File: config.mk
export PLATFORM = sky130hd
export DESIGN_NAME = lru_key_value_cache_core
export DESIGN_NICKNAME = d
export VERILOG_FILES = /design/src/rtl/lrukv_pkg.sv /design/src/rtl/lrukv_ram.sv /design/src/rtl/lru_key_value_cache_core.sv
export SDC_FILE = /design/constraint.sdc
export NUM_CORES = 1
export LEC_CHECK = 0
export BUFFER_PORTS_ARGS = -buffer_cell sky130_fd_sc_hd__buf_2
export CORE_UTILIZATION = 44
export CTS_CLUSTER_SIZE = 14
export DETAILED_ROUTE_END_ITERATION = 16
export GPL_TIMING_DRIVEN = 0
export SYNTH_ARGS = -nofsm -noshare
export SYNTH_HDL_FRONTEND = slang
export SYNTH_SLANG_ARGS = --single-unit
File: constraint.sdc
create_clock -name clk -period 4.55 [get_ports clk]
set_input_delay 0.6825 -clock clk [delete_from_list [all_inputs] [get_ports clk]]
set_output_delay 0.6825 -clock clk [all_outputs]
set_load 0.02 [all_outputs]
File: src/rtl/lrukv_pkg.sv
`default_nettype none

package lrukv_pkg;

    // Field widths fixed by the interface
    localparam int KEY_W = 32;
    localparam int VAL_W = 32;
    localparam int CAP_W = 5;

    // Capacity register value after reset
    localparam logic [CAP_W-1:0] CAP_RESET = 5'd16;

    // Operation codes
    typedef enum logic {
        CMD_GET = 1'b0,
        CMD_SET = 1'b1
    } cmd_t;

    // Outcome of one operation, held until the output register is free
    typedef struct packed {
        logic             found;
        logic [VAL_W-1:0] read_value;
        logic             evicted;
    } result_t;

endpackage

`default_nettype wire

File: src/rtl/lrukv_ram.sv
`default_nettype none

module lrukv_ram #(
    parameter int WIDTH = 32,
    parameter int DEPTH = 16
) (
    input  wire logic                                 clk,
    input  wire logic                                 we,
    input  wire logic [((DEPTH > 1) ? $clog2(DEPTH) : 1)-1:0] waddr,
    input  wire logic [WIDTH-1:0]                     wdata,
    input  wire logic [((DEPTH > 1) ? $clog2(DEPTH) : 1)-1:0] raddr,
    output logic      [WIDTH-1:0]                     rdata
);

    logic [WIDTH-1:0] mem_reg [DEPTH];
    logic [WIDTH-1:0] rdata_reg;

    // Write one word, read one word with registered data
    always_ff @(posedge clk)
    begin
        if (we)
        begin
            mem_reg[waddr] <= wdata;
        end
        rdata_reg <= mem_reg[raddr];
    end

    assign rdata = rdata_reg;

endmodule

`default_nettype wire

File: src/rtl/lru_key_value_cache_core.sv
`default_nettype none

// Fully associative key/value cache with least-recently-used replacement.
// Input channel (in_valid/in_ready) carries one word: cmd (get or set), key
// and value. Output channel (out_valid/out_ready) returns one word per input:
// found, read_value (get hit only, else zero) and evicted (set miss on a full
// store). cfg_we/cfg_data writes the capacity register; write it only while
// the block is idle. Capacity zero acts as one, above MAX_ENTRIES as
// MAX_ENTRIES.
// One item is handled at a time: in_ready stays low from acceptance until the
// result is handed on. A get that misses makes one pass over the entries,
// every other operation two, each pass one entry per cycle: a key scan
// through the key/value RAM and one comparator, then a recency update
// through the recency RAM read/write port.
// Reset empties the store (valid bits and entry count cleared) and loads
// capacity 16; RAM contents are not cleared. When the receiver stalls, the
// finished word waits in the output register; a following result waits in
// the sequencer until the output register frees, and in_ready stays low.
module lru_key_value_cache_core #(
    parameter int MAX_ENTRIES = 16
) (
    input  wire logic                            clk,
    input  wire logic                            rst_n,
    input  wire logic                            cfg_we,
    input  wire logic [lrukv_pkg::CAP_W-1:0]     cfg_data,
    input  wire logic                            in_valid,
    output logic                                 in_ready,
    input  wire logic                            cmd,
    input  wire logic signed [lrukv_pkg::KEY_W-1:0] key,
    input  wire logic signed [lrukv_pkg::VAL_W-1:0] value,
    output logic                                 out_valid,
    input  wire logic                            out_ready,
    output logic                                 found,
    output logic signed [lrukv_pkg::VAL_W-1:0]   read_value,
    output logic                                 evicted
);

    localparam int IW  = (MAX_ENTRIES > 1) ? $clog2(MAX_ENTRIES) : 1;
    localparam int RW  = IW;
    localparam int CW  = $clog2(MAX_ENTRIES + 1);
    localparam int CPW = (CW > lrukv_pkg::CAP_W) ? CW : lrukv_pkg::CAP_W;
    localparam int KW  = lrukv_pkg::KEY_W;
    localparam int VW  = lrukv_pkg::VAL_W;

    typedef enum logic [2:0] {
        ST_IDLE,
        ST_SCAN,
        ST_DECIDE,
        ST_UPD,
        ST_FIN,
        ST_RESP
    } state_t;

    state_t                   state_reg, state_next;
    logic [lrukv_pkg::CAP_W-1:0] capacity_reg, capacity_next;
    logic [MAX_ENTRIES-1:0]   valid_reg, valid_next;
    logic [CW-1:0]            count_reg, count_next;

    logic                     cmd_reg, cmd_next;
    logic [KW-1:0]            key_reg, key_next;
    logic [VW-1:0]            value_reg, value_next;

    logic [CW-1:0]            issue_reg, issue_next;
    logic                     rd_vld_reg, rd_vld_next;
    logic [IW-1:0]            rd_idx_reg, rd_idx_next;

    logic                     hit_reg, hit_next;
    logic [IW-1:0]            hit_idx_reg, hit_idx_next;
    logic [VW-1:0]            hit_val_reg, hit_val_next;
    logic [RW-1:0]            hit_rec_reg, hit_rec_next;
    logic                     free_ok_reg, free_ok_next;
    logic [IW-1:0]            free_idx_reg, free_idx_next;
    logic                     old_ok_reg, old_ok_next;
    logic [IW-1:0]            old_idx_reg, old_idx_next;
    logic [RW-1:0]            old_rec_reg, old_rec_next;

    logic [IW-1:0]            tgt_reg, tgt_next;
    logic [RW-1:0]            thr_reg, thr_next;
    logic                     incr_all_reg, incr_all_next;
    logic                     kv_wr_reg, kv_wr_next;
    logic                     grow_reg, grow_next;

    lrukv_pkg::result_t       res_reg, res_next;
    lrukv_pkg::result_t       out_reg, out_next;
    logic                     out_valid_reg, out_valid_next;

    logic                     kv_we;
    logic [IW-1:0]            kv_waddr;
    logic [KW+VW-1:0]         kv_wdata;
    logic [KW+VW-1:0]         kv_rdata;
    logic                     rec_we;
    logic [IW-1:0]            rec_waddr;
    logic [RW-1:0]            rec_wdata;
    logic [RW-1:0]            rec_rdata;
    logic [IW-1:0]            raddr;

    logic [CPW-1:0]           cap_ext;
    logic [CPW-1:0]           eff_cap;
    logic                     full;
    logic                     key_eq;
    logic                     issue_done;

    assign raddr      = issue_reg[IW-1:0];
    assign issue_done = (issue_reg == CW'(MAX_ENTRIES));
    assign key_eq     = (kv_rdata[KW+VW-1:VW] == key_reg);

    // Clamp capacity into 1..MAX_ENTRIES
    always_comb
    begin
        cap_ext = CPW'(capacity_reg);
        if (cap_ext == '0)
        begin
            eff_cap = CPW'(1);
        end
        else if (cap_ext > CPW'(MAX_ENTRIES))
        begin
            eff_cap = CPW'(MAX_ENTRIES);
        end
        else
        begin
            eff_cap = cap_ext;
        end
        full = (CPW'(count_reg) >= eff_cap);
    end

    // Key and value share one RAM word
    lrukv_ram #(
        .WIDTH (KW + VW),
        .DEPTH (MAX_ENTRIES)
    ) u_kv_ram (
        .clk   (clk),
        .we    (kv_we),
        .waddr (kv_waddr),
        .wdata (kv_wdata),
        .raddr (raddr),
        .rdata (kv_rdata)
    );

    // Recency rank per entry, 0 is most recent
    lrukv_ram #(
        .WIDTH (RW),
        .DEPTH (MAX_ENTRIES)
    ) u_rec_ram (
        .clk   (clk),
        .we    (rec_we),
        .waddr (rec_waddr),
        .wdata (rec_wdata),
        .raddr (raddr),
        .rdata (rec_rdata)
    );

    // Sequencer next state
    always_comb
    begin
        state_next     = state_reg;
        capacity_next  = capacity_reg;
        valid_next     = valid_reg;
        count_next     = count_reg;
        cmd_next       = cmd_reg;
        key_next       = key_reg;
        value_next     = value_reg;
        issue_next     = issue_reg;
        rd_vld_next    = 1'b0;
        rd_idx_next    = rd_idx_reg;
        hit_next       = hit_reg;
        hit_idx_next   = hit_idx_reg;
        hit_val_next   = hit_val_reg;
        hit_rec_next   = hit_rec_reg;
        free_ok_next   = free_ok_reg;
        free_idx_next  = free_idx_reg;
        old_ok_next    = old_ok_reg;
        old_idx_next   = old_idx_reg;
        old_rec_next   = old_rec_reg;
        tgt_next       = tgt_reg;
        thr_next       = thr_reg;
        incr_all_next  = incr_all_reg;
        kv_wr_next     = kv_wr_reg;
        grow_next      = grow_reg;
        res_next       = res_reg;
        out_next       = out_reg;
        out_valid_next = out_valid_reg && !out_ready;
        kv_we          = 1'b0;
        kv_waddr       = tgt_reg;
        kv_wdata       = {key_reg, value_reg};
        rec_we         = 1'b0;
        rec_waddr      = rd_idx_reg;
        rec_wdata      = '0;

        if (cfg_we)
        begin
            capacity_next = cfg_data;
        end

        unique case (state_reg)
            ST_IDLE:
            begin
                // Take the word and clear the scan results
                if (in_valid)
                begin
                    cmd_next     = cmd;
                    key_next     = key;
                    value_next   = value;
                    issue_next   = '0;
                    hit_next     = 1'b0;
                    free_ok_next = 1'b0;
                    old_ok_next  = 1'b0;
                    state_next   = ST_SCAN;
                end
            end

            ST_SCAN:
            begin
                // Issue one read per cycle
                if (!issue_done)
                begin
                    rd_vld_next = 1'b1;
                    rd_idx_next = raddr;
                    issue_next  = issue_reg + CW'(1);
                end
                // Compare the entry read last cycle
                if (rd_vld_reg)
                begin
                    if (valid_reg[rd_idx_reg])
                    begin
                        if (key_eq && !hit_reg)
                        begin
                            hit_next     = 1'b1;
                            hit_idx_next = rd_idx_reg;
                            hit_val_next = kv_rdata[VW-1:0];
                            hit_rec_next = rec_rdata;
                        end
                        if (!old_ok_reg || (rec_rdata > old_rec_reg))
                        begin
                            old_ok_next  = 1'b1;
                            old_idx_next = rd_idx_reg;
                            old_rec_next = rec_rdata;
                        end
                    end
                    else if (!free_ok_reg)
                    begin
                        free_ok_next  = 1'b1;
                        free_idx_next = rd_idx_reg;
                    end
                end
                if (issue_done && !rd_vld_reg)
                begin
                    state_next = ST_DECIDE;
                end
            end

            ST_DECIDE:
            begin
                issue_next = '0;
                res_next   = '0;
                if (hit_reg)
                begin
                    // Hit: move the entry to the front
                    res_next.found = 1'b1;
                    if (cmd_reg == lrukv_pkg::CMD_GET)
                    begin
                        res_next.read_value = hit_val_reg;
                    end
                    tgt_next      = hit_idx_reg;
                    thr_next      = hit_rec_reg;
                    incr_all_next = 1'b0;
                    kv_wr_next    = (cmd_reg == lrukv_pkg::CMD_SET);
                    grow_next     = 1'b0;
                    state_next    = ST_UPD;
                end
                else if (cmd_reg == lrukv_pkg::CMD_SET)
                begin
                    // Miss on set: reuse the oldest slot when full
                    incr_all_next = 1'b1;
                    kv_wr_next    = 1'b1;
                    if (full)
                    begin
                        tgt_next         = old_idx_reg;
                        res_next.evicted = 1'b1;
                        grow_next        = 1'b0;
                    end
                    else
                    begin
                        tgt_next  = free_idx_reg;
                        grow_next = 1'b1;
                    end
                    state_next = ST_UPD;
                end
                else
                begin
                    state_next = ST_RESP;
                end
            end

            ST_UPD:
            begin
                if (!issue_done)
                begin
                    rd_vld_next = 1'b1;
                    rd_idx_next = raddr;
                    issue_next  = issue_reg + CW'(1);
                end
                // Age entries that were more recent than the target, or all valid entries on a set miss
                if (rd_vld_reg)
                begin
                    if (rd_idx_reg == tgt_reg)
                    begin
                        rec_we    = 1'b1;
                        rec_wdata = '0;
                    end
                    else if (valid_reg[rd_idx_reg] && (incr_all_reg || (rec_rdata < thr_reg)))
                    begin
                        rec_we    = 1'b1;
                        rec_wdata = rec_rdata + RW'(1);
                    end
                end
                if (issue_done && !rd_vld_reg)
                begin
                    state_next = ST_FIN;
                end
            end

            ST_FIN:
            begin
                // Commit key/value and occupancy
                kv_we               = kv_wr_reg;
                valid_next[tgt_reg] = 1'b1;
                if (grow_reg)
                begin
                    count_next = count_reg + CW'(1);
                end
                state_next = ST_RESP;
            end

            ST_RESP:
            begin
                // Hand the result to the output register once it frees
                if (!out_valid_reg || out_ready)
                begin
                    out_next       = res_reg;
                    out_valid_next = 1'b1;
                    state_next     = ST_IDLE;
                end
            end

            default:
            begin
                state_next = ST_IDLE;
            end
        endcase
    end

    // State and registered outputs
    always_ff @(posedge clk or negedge rst_n)
    begin
        if (!rst_n)
        begin
            state_reg     <= ST_IDLE;
            capacity_reg  <= lrukv_pkg::CAP_RESET;
            valid_reg     <= '0;
            count_reg     <= '0;
            out_valid_reg <= 1'b0;
            rd_vld_reg    <= 1'b0;
        end
        else
        begin
            state_reg     <= state_next;
            capacity_reg  <= capacity_next;
            valid_reg     <= valid_next;
            count_reg     <= count_next;
            out_valid_reg <= out_valid_next;
            rd_vld_reg    <= rd_vld_next;
        end
    end

    // Payload and scan bookkeeping
    always_ff @(posedge clk)
    begin
        cmd_reg      <= cmd_next;
        key_reg      <= key_next;
        value_reg    <= value_next;
        issue_reg    <= issue_next;
        rd_idx_reg   <= rd_idx_next;
        hit_reg      <= hit_next;
        hit_idx_reg  <= hit_idx_next;
        hit_val_reg  <= hit_val_next;
        hit_rec_reg  <= hit_rec_next;
        free_ok_reg  <= free_ok_next;
        free_idx_reg <= free_idx_next;
        old_ok_reg   <= old_ok_next;
        old_idx_reg  <= old_idx_next;
        old_rec_reg  <= old_rec_next;
        tgt_reg      <= tgt_next;
        thr_reg      <= thr_next;
        incr_all_reg <= incr_all_next;
        kv_wr_reg    <= kv_wr_next;
        grow_reg     <= grow_next;
        res_reg      <= res_next;
        out_reg      <= out_next;
    end

    assign in_ready   = (state_reg == ST_IDLE);
    assign out_valid  = out_valid_reg;
    assign found      = out_reg.found;
    assign read_value = out_reg.read_value;
    assign evicted    = out_reg.evicted;

endmodule

`default_nettype wire
==> results.ini <==
[outcome]
status=finished clean

[setup_path]
path_class=reg2reg
crit_fanout=10
critPathSlowestCell=a211oi_1
path_buf_inv=3
crit_chain=buf_1 > clkbuf_1 > inv_1 > ha_1 > and3_1 > a211oi_1
max_stage_delay_ns=1.03
worstPathRequired_ns=4.90
path_delay_family=buffers and inverters
cp-end-kind=flop
arrival_ns=4.42
startpoint_type=flop

[timing]
setup_violations=0
fin_ws_ns=0.480
drv_slew=0
fin_hold_ws_ns=0.0258
finalHoldViolCount=0
fin_crit_sh=0.895
max_freq_ghz=0.246
skew_ns=0.0207
tightestPinTransition_ns=1.23
rsz0062_at_grt=false
slew_headroom=0.176
fin_crit_ns=4.07

[yosys]
ys_seq_elements=1395
synthTopCellsByCount=edfxtp_1, mux4_2, dfxtp_1
syn_avg_cell_area_sq_um=23.9
ys_types=46
synth-seq-area-share=0.798
netlist_instances=2153
yosysTopAreaCell=edfxtp_1
synth_most_common_cell=edfxtp_1
synthArstFlopShare=0.0222
synth-edff-count=1296
mappedNetlistNets=2244
syn_area_sq_um=51500
ys_dominant_reg_cell=edfxtp_1
yosys-top-cells-area=edfxtp_1, mux4_2, dfxtp_1
ys_warn_count=0
synth_top_area_share=0.756

[power_and_ir_drop]
clkPwrFrac=0.334
pwr-share-seq=0.456
p_int_uw=25600
netSwitchingPower_uw=9210
swShare=0.264
p_comb_frac=0.210
power.density_nw_per_um2=580
power.leakage_uw=0.0189
peakVddDrop_v=0.000361

[worst_hold_path]
worstHoldPathType=in2async

[final_layout]
synthToLayoutAreaGrowth_pct=16.8
drive_above_1_share=0.301
final_util=0.518
final_nets=2559
diodes=0
final_cells=4113
fillers=8878
largest_register_ffs=1024

[clock_network]
post-cts-setup-buffers=0
clkSlewWorstSetupHoldPaths_ns=0.06
holdBufCountCts=0
clkSinkCount=1395
cts_buffers=143
ctsRootBufferMaster=clkbuf_16
clk_latency_ns=0.75
cts_tree=built
htree_levels=4
cts_resized=0
clockBufferDepth=3

[placed_design]
dp_hpwl_microns=72000
gp_congestion=0.778
place_ws_ns=0.534
portBuffers=110
dp.cells=3847

[drt]
drtIter0Drc=2104
drt-total-wl_microns=116000
route.detailed.drc=0
post_drt_wl_per_cell_microns=28.1
via_count=23000
dr.pass1.iters=7
viasPerCell=5.60
ant_nets=0

[floorplan]
fp.dieH_microns=344
start_util=0.444
core_area_sq_um=116000
die-area_sq_um=118000
die_w_microns=344
fp-row-count=125
pin_count=111

[global_route]
track_usage=0.198
grt_pass1_vias=24300
antenna_found_initial=0
grt_pass1_wl_microns=166000
grt_max_degree=40
overflow=0

[run]
cap_violations=0

[metrics by stage]
step	power (uW)	setup TNS (ns)	area, sq um
after floorplan	21200	0	51500
after global placement	23400	-4302.05	53900
after detailed placement	23600	0	55400
after CTS	35200	0	60100
after global routing	36100	0	60100
final	34900	0	60100
[layout make-up]
class | instances | area, sq um | area share
clock inverters | 72 | 717 | 0.0119
inverters | 17 | 63.8 | 0.00106
flip-flops and latches | 1395 | 41100 | 0.683
clock buffers | 194 | 4020 | 0.0668
well taps | 1524 | 1910 | 0.0317
multi-input cells | 645 | 9900 | 0.165
plain buffers | 96 | 614 | 0.0102
repair buffers | 170 | 1840 | 0.0306
[final timing paths]
| path | startpoint | slack [ns] | cells after the start | end |
|---|---|---|---|---|
| worst max-delay path | issue_reg[1]$_SDFFCE_PN0P_ | 0.48 | 6 | issue_reg[0]$_SDFFCE_PN0P_ |
| worst min-delay path | rst_n | 0.03 | 1 | state_reg[0]$_DFFE_PN0P_ |
| worst max register to register | issue_reg[1]$_SDFFCE_PN0P_ | 0.48 | 6 | issue_reg[0]$_SDFFCE_PN0P_ |
| worst min register to register | u_kv_ram.rdata[27]$_DFF_P_ | 0.39 | 0 | hit_val_reg[27]$_DFFE_PP_ |
| max in group asynchronous | rst_n | 4.04 | 1 | count_reg[0]$_DFFE_PN0P_ |
| min in group clk | key[25] | 0.11 | 1 | key_reg[25]$_DFFE_PP_ |
[metal layers]
layer / track usage / wire (microns) / share of wire
met5: 0 / 0 / 0
met4: 0.0459 / 1830 / 0.016
met3: 0.0364 / 7420 / 0.064
met2: 0.325 / 57500 / 0.50
met1: 0.277 / 48800 / 0.42
[cell usage in the layout (no fill, tap or decap), types with 24 or more instances in the layout]
| cell type | instances |
|---|---|
| edfxtp_1 | 1296 |
| mux4_2 | 335 |
| clkbuf_16 | 147 |
| buf_2 | 114 |
| clkbuf_1 | 82 |
| dfxtp_1 | 68 |
| xnor2_1 | 41 |
| buf_12 | 38 |
| and2_1 | 34 |
| buf_6 | 31 |
| dfrtp_1 | 30 |
| clkinv_1 | 28 |
| nor2_1 | 24 |
[cell families (layout without fill, tap and decap cells)]
logic type	after synthesis	after routing	share of synthesized area
compound gates	61	61	0.00763
xor+xnor	45	45	0.00766
fa+ha+maj	16	16	0.00389
buf+inv	113	549	0.0132
flops	1395	1395	0.798
mux	353	353	0.153
simple gates	170	170	0.0170
[power by group through the flow]
stage | clock network, uW | registers [uW] | logic [uW]
final | 11600 | 15900 | 7310
after global routing | 12300 | 16000 | 7810
after CTS | 11900 | 15900 | 7480
after detailed placement | 0 | 16200 | 7440
after global placement | 0 | 16100 | 7260
after floorplan | 0 | 16000 | 5180
[worst register-to-register path, delay by kind of cell (launching register included)]
kind	cells	cell delay, ns
compound gates	1	1.03
fa+ha+maj	1	0.23
buf+inv	3	1.75
flops	1	0.44
simple gates	1	0.23
No activity file was read; power rests on OpenSTA's default activity.
